$ cat src/hdl/tcw_pkg.sv
// Shared constants, codes and controller/datapath interface types of the text console writer.
`default_nettype none

package tcw_pkg;

	localparam int COLUMNS_DEF  = 80;
	localparam int ROWS_DEF     = 25;
	localparam int TAB_STOP_DEF = 4;

	localparam int FUNC_W  = 2;
	localparam int CHAR_W  = 8;
	localparam int IDX_W   = 11;
	localparam int POS_W   = 11;
	localparam int COLOR_W = 8;

	localparam int S_TDATA_W = ((CHAR_W + IDX_W + 7) / 8) * 8;
	localparam int M_TDATA_W = ((POS_W + CHAR_W + COLOR_W + 7) / 8) * 8;

	localparam logic [FUNC_W-1:0] FN_PUT   = 2'd0;
	localparam logic [FUNC_W-1:0] FN_READ  = 2'd1;
	localparam logic [FUNC_W-1:0] FN_CLEAR = 2'd2;

	localparam logic [CHAR_W-1:0] CH_NUL   = 8'h00;
	localparam logic [CHAR_W-1:0] CH_TAB   = 8'h09;
	localparam logic [CHAR_W-1:0] CH_NL    = 8'h0A;
	localparam logic [CHAR_W-1:0] CH_CR    = 8'h0D;
	localparam logic [CHAR_W-1:0] CH_SPACE = 8'h20;

	localparam logic [COLOR_W-1:0] BLANK_RESET = 8'h07;

	// What the latched command asks for.
	typedef enum logic [2:0] {
		K_CHAR,
		K_NL,
		K_CR,
		K_TAB,
		K_READ,
		K_CLEAR,
		K_NOP
	} kind_t;

	// Cursor update applied at the end of a cycle.
	typedef enum logic [2:0] {
		CUR_HOLD,
		CUR_ADV,
		CUR_NL,
		CUR_CR,
		CUR_HOME
	} cur_op_t;

	typedef struct packed {
		logic    load;       // latch the input item
		logic    char_wr;    // write the character plane at the cursor
		logic    rd_en;      // read both planes at the requested cell
		cur_op_t cur_op;
		logic    sweep_all;  // start a blanking sweep over the whole store
		logic    sweep_row;  // start a blanking sweep over the top row and scroll
		logic    sweep_wr;   // blank the cell under the sweep pointer
		logic    blank_rst;  // blank with the reset attribute instead of the register
		logic    out_load;   // capture the result into the output register
	} dp_cmd_t;

	typedef struct packed {
		kind_t kind;
		logic  last_col;
		logic  last_row;
		logic  tab_stop_next;
		logic  sweep_last;
	} dp_status_t;

endpackage

`default_nettype wire

$ cat src/hdl/tcw_ctrl.sv
// Controller: command sequencing, blanking sweeps and the result handshake.
`default_nettype none

module tcw_ctrl (
	input  logic                clk,
	input  logic                arst_n,
	input  logic                in_valid,
	output logic                in_ready,
	output logic                out_valid,
	input  logic                out_ready,
	input  tcw_pkg::dp_status_t status,
	output tcw_pkg::dp_cmd_t    cmd
);
	import tcw_pkg::*;

	typedef enum logic [4:0] {
		ST_CLR    = 5'b00001,
		ST_IDLE   = 5'b00010,
		ST_EXEC   = 5'b00100,
		ST_SCROLL = 5'b01000,
		ST_RESP   = 5'b10000
	} state_t;

	state_t state_q, state_d;
	logic   boot_q;
	logic   out_valid_q;
	logic   out_free_c;

	assign out_free_c = !out_valid_q || out_ready;

	always_comb begin
		state_d  = state_q;
		in_ready = 1'b0;
		cmd      = '0;
		cmd.cur_op = CUR_HOLD;
		unique case (state_q)
			ST_CLR: begin
				cmd.sweep_wr  = 1'b1;
				cmd.blank_rst = boot_q;
				if (status.sweep_last) begin
					state_d = boot_q ? ST_IDLE : ST_RESP;
				end
			end
			ST_IDLE: begin
				in_ready = 1'b1;
				if (in_valid) begin
					cmd.load = 1'b1;
					state_d  = ST_EXEC;
				end
			end
			ST_EXEC: begin
				unique case (status.kind) inside
					K_CHAR, K_TAB: begin
						cmd.char_wr = 1'b1;
						cmd.cur_op  = CUR_ADV;
						if (status.last_col && status.last_row) begin
							cmd.sweep_row = 1'b1;
							state_d       = ST_SCROLL;
						end else if (status.kind == K_CHAR || status.last_col ||
						             status.tab_stop_next) begin
							state_d = ST_RESP;
						end
					end
					K_NL: begin
						cmd.cur_op = CUR_NL;
						if (status.last_row) begin
							cmd.sweep_row = 1'b1;
							state_d       = ST_SCROLL;
						end else begin
							state_d = ST_RESP;
						end
					end
					K_CR: begin
						cmd.cur_op = CUR_CR;
						state_d    = ST_RESP;
					end
					K_READ: begin
						cmd.rd_en = 1'b1;
						state_d   = ST_RESP;
					end
					K_CLEAR: begin
						cmd.cur_op    = CUR_HOME;
						cmd.sweep_all = 1'b1;
						state_d       = ST_CLR;
					end
					default: begin
						state_d = ST_RESP;
					end
				endcase
			end
			ST_SCROLL: begin
				cmd.sweep_wr = 1'b1;
				if (status.sweep_last) begin
					state_d = ST_RESP;
				end
			end
			ST_RESP: begin
				// Hand the result over and take the next command in the same cycle.
				if (out_free_c) begin
					cmd.out_load = 1'b1;
					in_ready     = 1'b1;
					if (in_valid) begin
						cmd.load = 1'b1;
						state_d  = ST_EXEC;
					end else begin
						state_d = ST_IDLE;
					end
				end
			end
			default: begin
				state_d = ST_IDLE;
			end
		endcase
	end

	always_ff @(posedge clk or negedge arst_n) begin
		if (!arst_n) begin
			state_q     <= ST_CLR;
			boot_q      <= 1'b1;
			out_valid_q <= 1'b0;
		end else begin
			state_q <= state_d;
			if (state_q == ST_CLR && status.sweep_last) begin
				boot_q <= 1'b0;
			end
			if (cmd.out_load) begin
				out_valid_q <= 1'b1;
			end else if (out_ready) begin
				out_valid_q <= 1'b0;
			end
		end
	end

	assign out_valid = out_valid_q;

endmodule

`default_nettype wire

$ cat config.mk
export PLATFORM = sky130hd
export DESIGN_NAME = tcw_ctrl
export DESIGN_NICKNAME = d
export VERILOG_FILES = /design/src/hdl/tcw_pkg.sv /design/src/hdl/tcw_ctrl.sv
export SDC_FILE = /design/constraint.sdc
export NUM_CORES = 1
export LEC_CHECK = 0
export BUFFER_PORTS_ARGS = -buffer_cell sky130_fd_sc_hd__buf_4
export CORE_MARGIN = 2
export CORE_UTILIZATION = 23
export CTS_CLUSTER_SIZE = 24
export DETAILED_ROUTE_END_ITERATION = 8
export GPL_TIMING_DRIVEN = 0
export HOLD_SLACK_MARGIN = 0.12
export SLEW_MARGIN = 5
export SYNTH_ARGS = -nofsm -noshare
export SYNTH_HDL_FRONTEND = slang
export SYNTH_SLANG_ARGS = --single-unit
$ cat constraint.sdc
create_clock -name clk -period 1.95 [get_ports clk]
set_input_delay 0.39 -clock clk [delete_from_list [all_inputs] [get_ports clk]]
set_output_delay 0.39 -clock clk [all_outputs]
set_load 0.05 [all_outputs]
---- Word-level counts from Yosys, hierarchy flattened ----
Index checks and enable logic that the tools add are counted.
storage, ports and cells
  register bits after elaboration ......... 7
  bits of input ports ..................... 11
  output and inout bits ................... 13
  logic and storage cells ................. 58
cells by class
  equality and inequality tests ........... 15
  multiplexer cells ....................... 29
  reductions and logical operators ........ 11
operator list
  cell                                                 number
  2-to-1 mux 5 bit                                     8
  one-hot mux 5 bit (5 select lines)                   1
  one-hot mux 5 bit (3 select lines)                   1
  2-to-1 mux 1 bit                                     13
  one-hot mux 3 bit (4 select lines)                   1
  inequality test 2 bit, second input constant         4
  2-to-1 mux 7 bit                                     1
  equality test 3 x 2 -> 1 bit, second input constant  2
  equality test 3 bit, second input constant           2
  one-hot mux 1 bit (2 select lines)                   3
  equality test 5 x 1 -> 1 bit, second input constant  1
  equality test 5 x 2 -> 1 bit, second input constant  1
  equality test 5 x 3 -> 1 bit, second input constant  1
  equality test 5 x 4 -> 1 bit, second input constant  1
  equality test 5 bit, second input constant           1
  AND reduction 5 bit                                  1
  inequality test 4 bit, second input constant         1
  OR reduction 2 bit                                   2
  equality test 3 x 1 -> 1 bit, second input constant  1
  logical NOT 3 bit                                    1
  logical OR 1 bit                                     3
  2-to-1 mux 3 bit                                     1
  logical AND 1 bit                                    2
  nonzero test 2 bit                                   1
  logical NOT 1 bit                                    1

---- Depth between registers and ports, before layout ----
  depth in word-level cells ............... 7
  gate-level depth with buffers ........... 5
  mapped depth without buffers ............ 4

---- Worst setup path after synthesis ----
No wires, ideal clock.
  kind .................................... flip-flop to output port
  start ................................... register state_q[3]
  end ..................................... output cmd[8] (netlist name)
  arrival ................................. 2424 ps
  required time ........................... 1560 ps
  slack ................................... -864 ps
  stages on the path, launching flop included .. 4
  path buffers ............................ 0
  cell sequence ........................... dfrtp_1 -> nor2_2 -> nand3_1 -> nor4b_1
RTL lines
  element                 line             text
  start, declared         tcw_ctrl.sv:24   state_t state_q, state_d;
  start signal, assigned  tcw_ctrl.sv:122  state_q <= state_d;
  end, declared           tcw_ctrl.sv:12   output tcw_pkg::dp_cmd_t cmd

==> results.md <==
- First-pass DRT Iterations: 4
- Min-Delay Endpoint: state_q[0]
- Final hold viol count: 0
- Die height: 54.7 µm
- Setup WS post-layout: -0.0118 ns
- Max Slew Vio Count: 0
- Hold Crit Start: status[0]
- Clk slew on worst S/H paths: approximately 0.050 ns
- Worst R2R Path Depth: 6
- Grt ovf: 0
- Syn Std Cell Area: slightly below 600 µm²
- Mean Syn Cell Area: between 8 and 9 µm²
- Final core occ: 43.7%
- Root Driver: clkbuf_4
- Sequential share of the synthesized area: 30.1%
- Total GRT Usage: 12.6%
- # H-tree levels: 1
- Final Cycle Share: 101%
- RSZ-0062 raised after global routing: yes
- Max-slew headroom: about 72%
- Crit path time final: 1.96 ns
- R2R Path End: state_q[1]
- Initial drt markers: 8
- Post-placement cell area: about 830 µm²
- Final setup viols: 1
- Total Wirelength: 1760 µm
- Final nets: 121
- CORE AREA: ~2500 µm²
- Worst-path cell chain: nor4_4 > nand2_2 > o21ai_4 > and2_4 > buf_8
- VDD IR-drop max: roughly 0.56 mV
- Synth unique cells: 40
- First-pass GRT wire length: between 2000 and 3000 µm
- TritonCTS Buffers: 3
- Ports: 24
- Clock Sinks: 7
- Mapped Nets: 79
- Fin Clk Skew: 0.00566 ns
- Leakage: roughly 0.49 nW
- Via count: between 600 and 700
- Initial antenna violation count: 0
- Largest net degree at the start of global routing: 9
- Synth warnings: 0
- Hold crit path type: in2reg
- Synth Instances: 68
- Most common cell after layout, fill and taps aside: buf_4
- Reg2Reg Launch Point: state_q[2]
- Buffers and inverters on the worst path: 1
- Dpl cells: 121
- Post-DP HPWL: between 1000 and 1500 µm
- Startpoint Class: register
- R2r setup slk: between 0.2 and 0.3 ns
- Design area: 1070 µm²
- Actual slew at the worst max-slew pin: ~0.42 ns
- Vias per Instance: a little under 5
- CP Capture Type: primary output
- Antenna diode count: 0
- Clock buffer depth: 2
- Yosys reg bits: 7
- Wire per inst: approximately 13 µm
- WP data required: roughly 1.6 ns
- CP Max Fanout: 8
- Starting Density: between 20% and 30%
- Rows: 18
- Failing checks: negative setup slack
- Power Density: ~1000 nW/µm²
- Critical setup path kind: reg2out
- Slowest CP cell: dfstp_2
- DRC: 0
- Final Non-Filler Cells: about 140
- Outcome: complete, but fails checks
- Post-route antenna net violation count: 0
- Peak Freq: 0.510 GHz
- Clock latency on the worst-skew pair: approximately 0.25 ns
- Area of the die: approximately 3000 µm²
- Critical path's top delay family: simple AND/OR/NAND/NOR gates
- Max-capacitance violation count: 0
- Routability cong.: 0.821
- Biggest cell delay along the critical path: between 0.4 and 0.5 ns
- Most frequent cells in the layout: buf_4, buf_6, nor2_1
- Share of cells above drive strength 1: between 60% and 70%
- Vias in the first global route: 633
- Hold Worst Slack: 0.323 ns
- Port Buffers: 23
- CP startpoint: state_q[0]
- TritonCTS clock tree: built
- FILL cells: 249
- Hold Path Stages: 2
- Die W: 54.7 µm
- Arr. time, crit path: between 1.5 and 2 ns
- Layout area overhead: 81.6%
-- registers in the layout, summed over array words and instances (netlist names) --
name and cells:
out_valid 1, state_q 5, boot_q 1
-- cell usage after synthesis (all sizes together) --
library cell  number  share of area, %
nor2               7               4.9
dfrtp              5                21
nand3              5               4.2
o21ai              5               4.9
and3               4               5.1
and2b              3               4.2
buf                3               5.1
nor2b              3               3.2
a21oi              2               1.7
and2               2               2.1
dfstp              2               8.9
inv                2               1.3
nand2b             2               2.1
nor3               2               1.7
nor3b              2               2.5
nor4               2               3.2
a21bo              1               1.7
a21boi             1               1.3
a21o               1               1.3
a22oi              1               1.3
and4b              1               1.7
maj3               1               1.7
nand2              1              0.63
nand4              1               1.1
nor4b              1               1.5
nor4bb             1               1.7
o211ai             1               1.3
o21a               1               1.3
o21bai             1               1.3
o311a              1               1.7
o31a               1               1.5
xnor2              1               1.5
xor2               1               1.5
-- worst max path at each step --
stage | to | slack (ns) | cells past startpoint
floorplan | cmd[10] | -0.06 | 5
global placement | cmd[10] | 0.08 | 5
detailed placement | cmd[10] | 0.05 | 5
CTS | cmd[10] | -0.04 | 6
global route | cmd[10] | -0.12 | 6
finish | cmd[10] | -0.01 | 5
-- worst register-to-register path: stages, from the launching register on --
cell and delay, ns:
dfrtp_1 0.42, buf_4 0.18, buf_4 0.14, nor4_2 0.20, a22oi_1 0.11, and3_1 0.18, o311a_1 0.33
-- stage by stage --
stage / TNS (ns) / power (mW) / setup WS, ns
after floorplan: -0.0807 / 0.636 / -0.0563
after global placement: 0 / 0.763 / 0.0776
after detailed placement: 0 / 0.770 / 0.0547
after CTS: -0.0485 / 1.02 / -0.0356
after global routing: -0.400 / 1.18 / -0.119
final: -0.0118 / 1.10 / -0.0118
-- metal layers --
metal	GRT usage [%]	part of all wire (%)	routed length [µm]
met5	0	0	0
met4	3.75	0.68	12
met3	4.10	8.5	150
met2	21.2	50	878
met1	15.0	41	722
-- cell families after synthesis --
family / synth area share, %
simple gates: 39.8
compound gates: 19.1
flops: 30.1
buf+inv: 6.36
xor+xnor: 2.97
fa+ha+maj: 1.69
-- report_power, final --
| group | switching, mW | total, mW | internal, mW |
|---|---|---|---|
| clock | 0.0546 | 0.133 | 0.0782 |
| sequential | 0.0617 | 0.242 | 0.180 |
| combinational | 0.381 | 0.728 | 0.347 |
| total | 0.497 | 1.10 | 0.605 |
-- timing repair --
| item | in CTS | in global routing |
|---|---|---|
| endpoints found under the setup margin | 9 | 10 |
| buffers inserted | 7 | 8 |
| gates resized for setup | 17 | 13 |
| pin swaps | 5 | 8 |
| endpoints found under the hold margin | 5 | 0 |
| hold buffers | 1 | 0 |
-- cell type report --
cell class              count  area [µm²]  share of cell area, %
flip-flops and latches      7         181                   16.9
repair buffers             39         340                   31.7
clock buffers               4        26.3                   2.45
plain buffers               1        7.51                  0.700
inverters                   2        7.51                  0.700
multi-input cells          56         472                   44.0
well taps                  30        37.5                   3.50
Note: power is estimated with default switching activity, not from simulation.
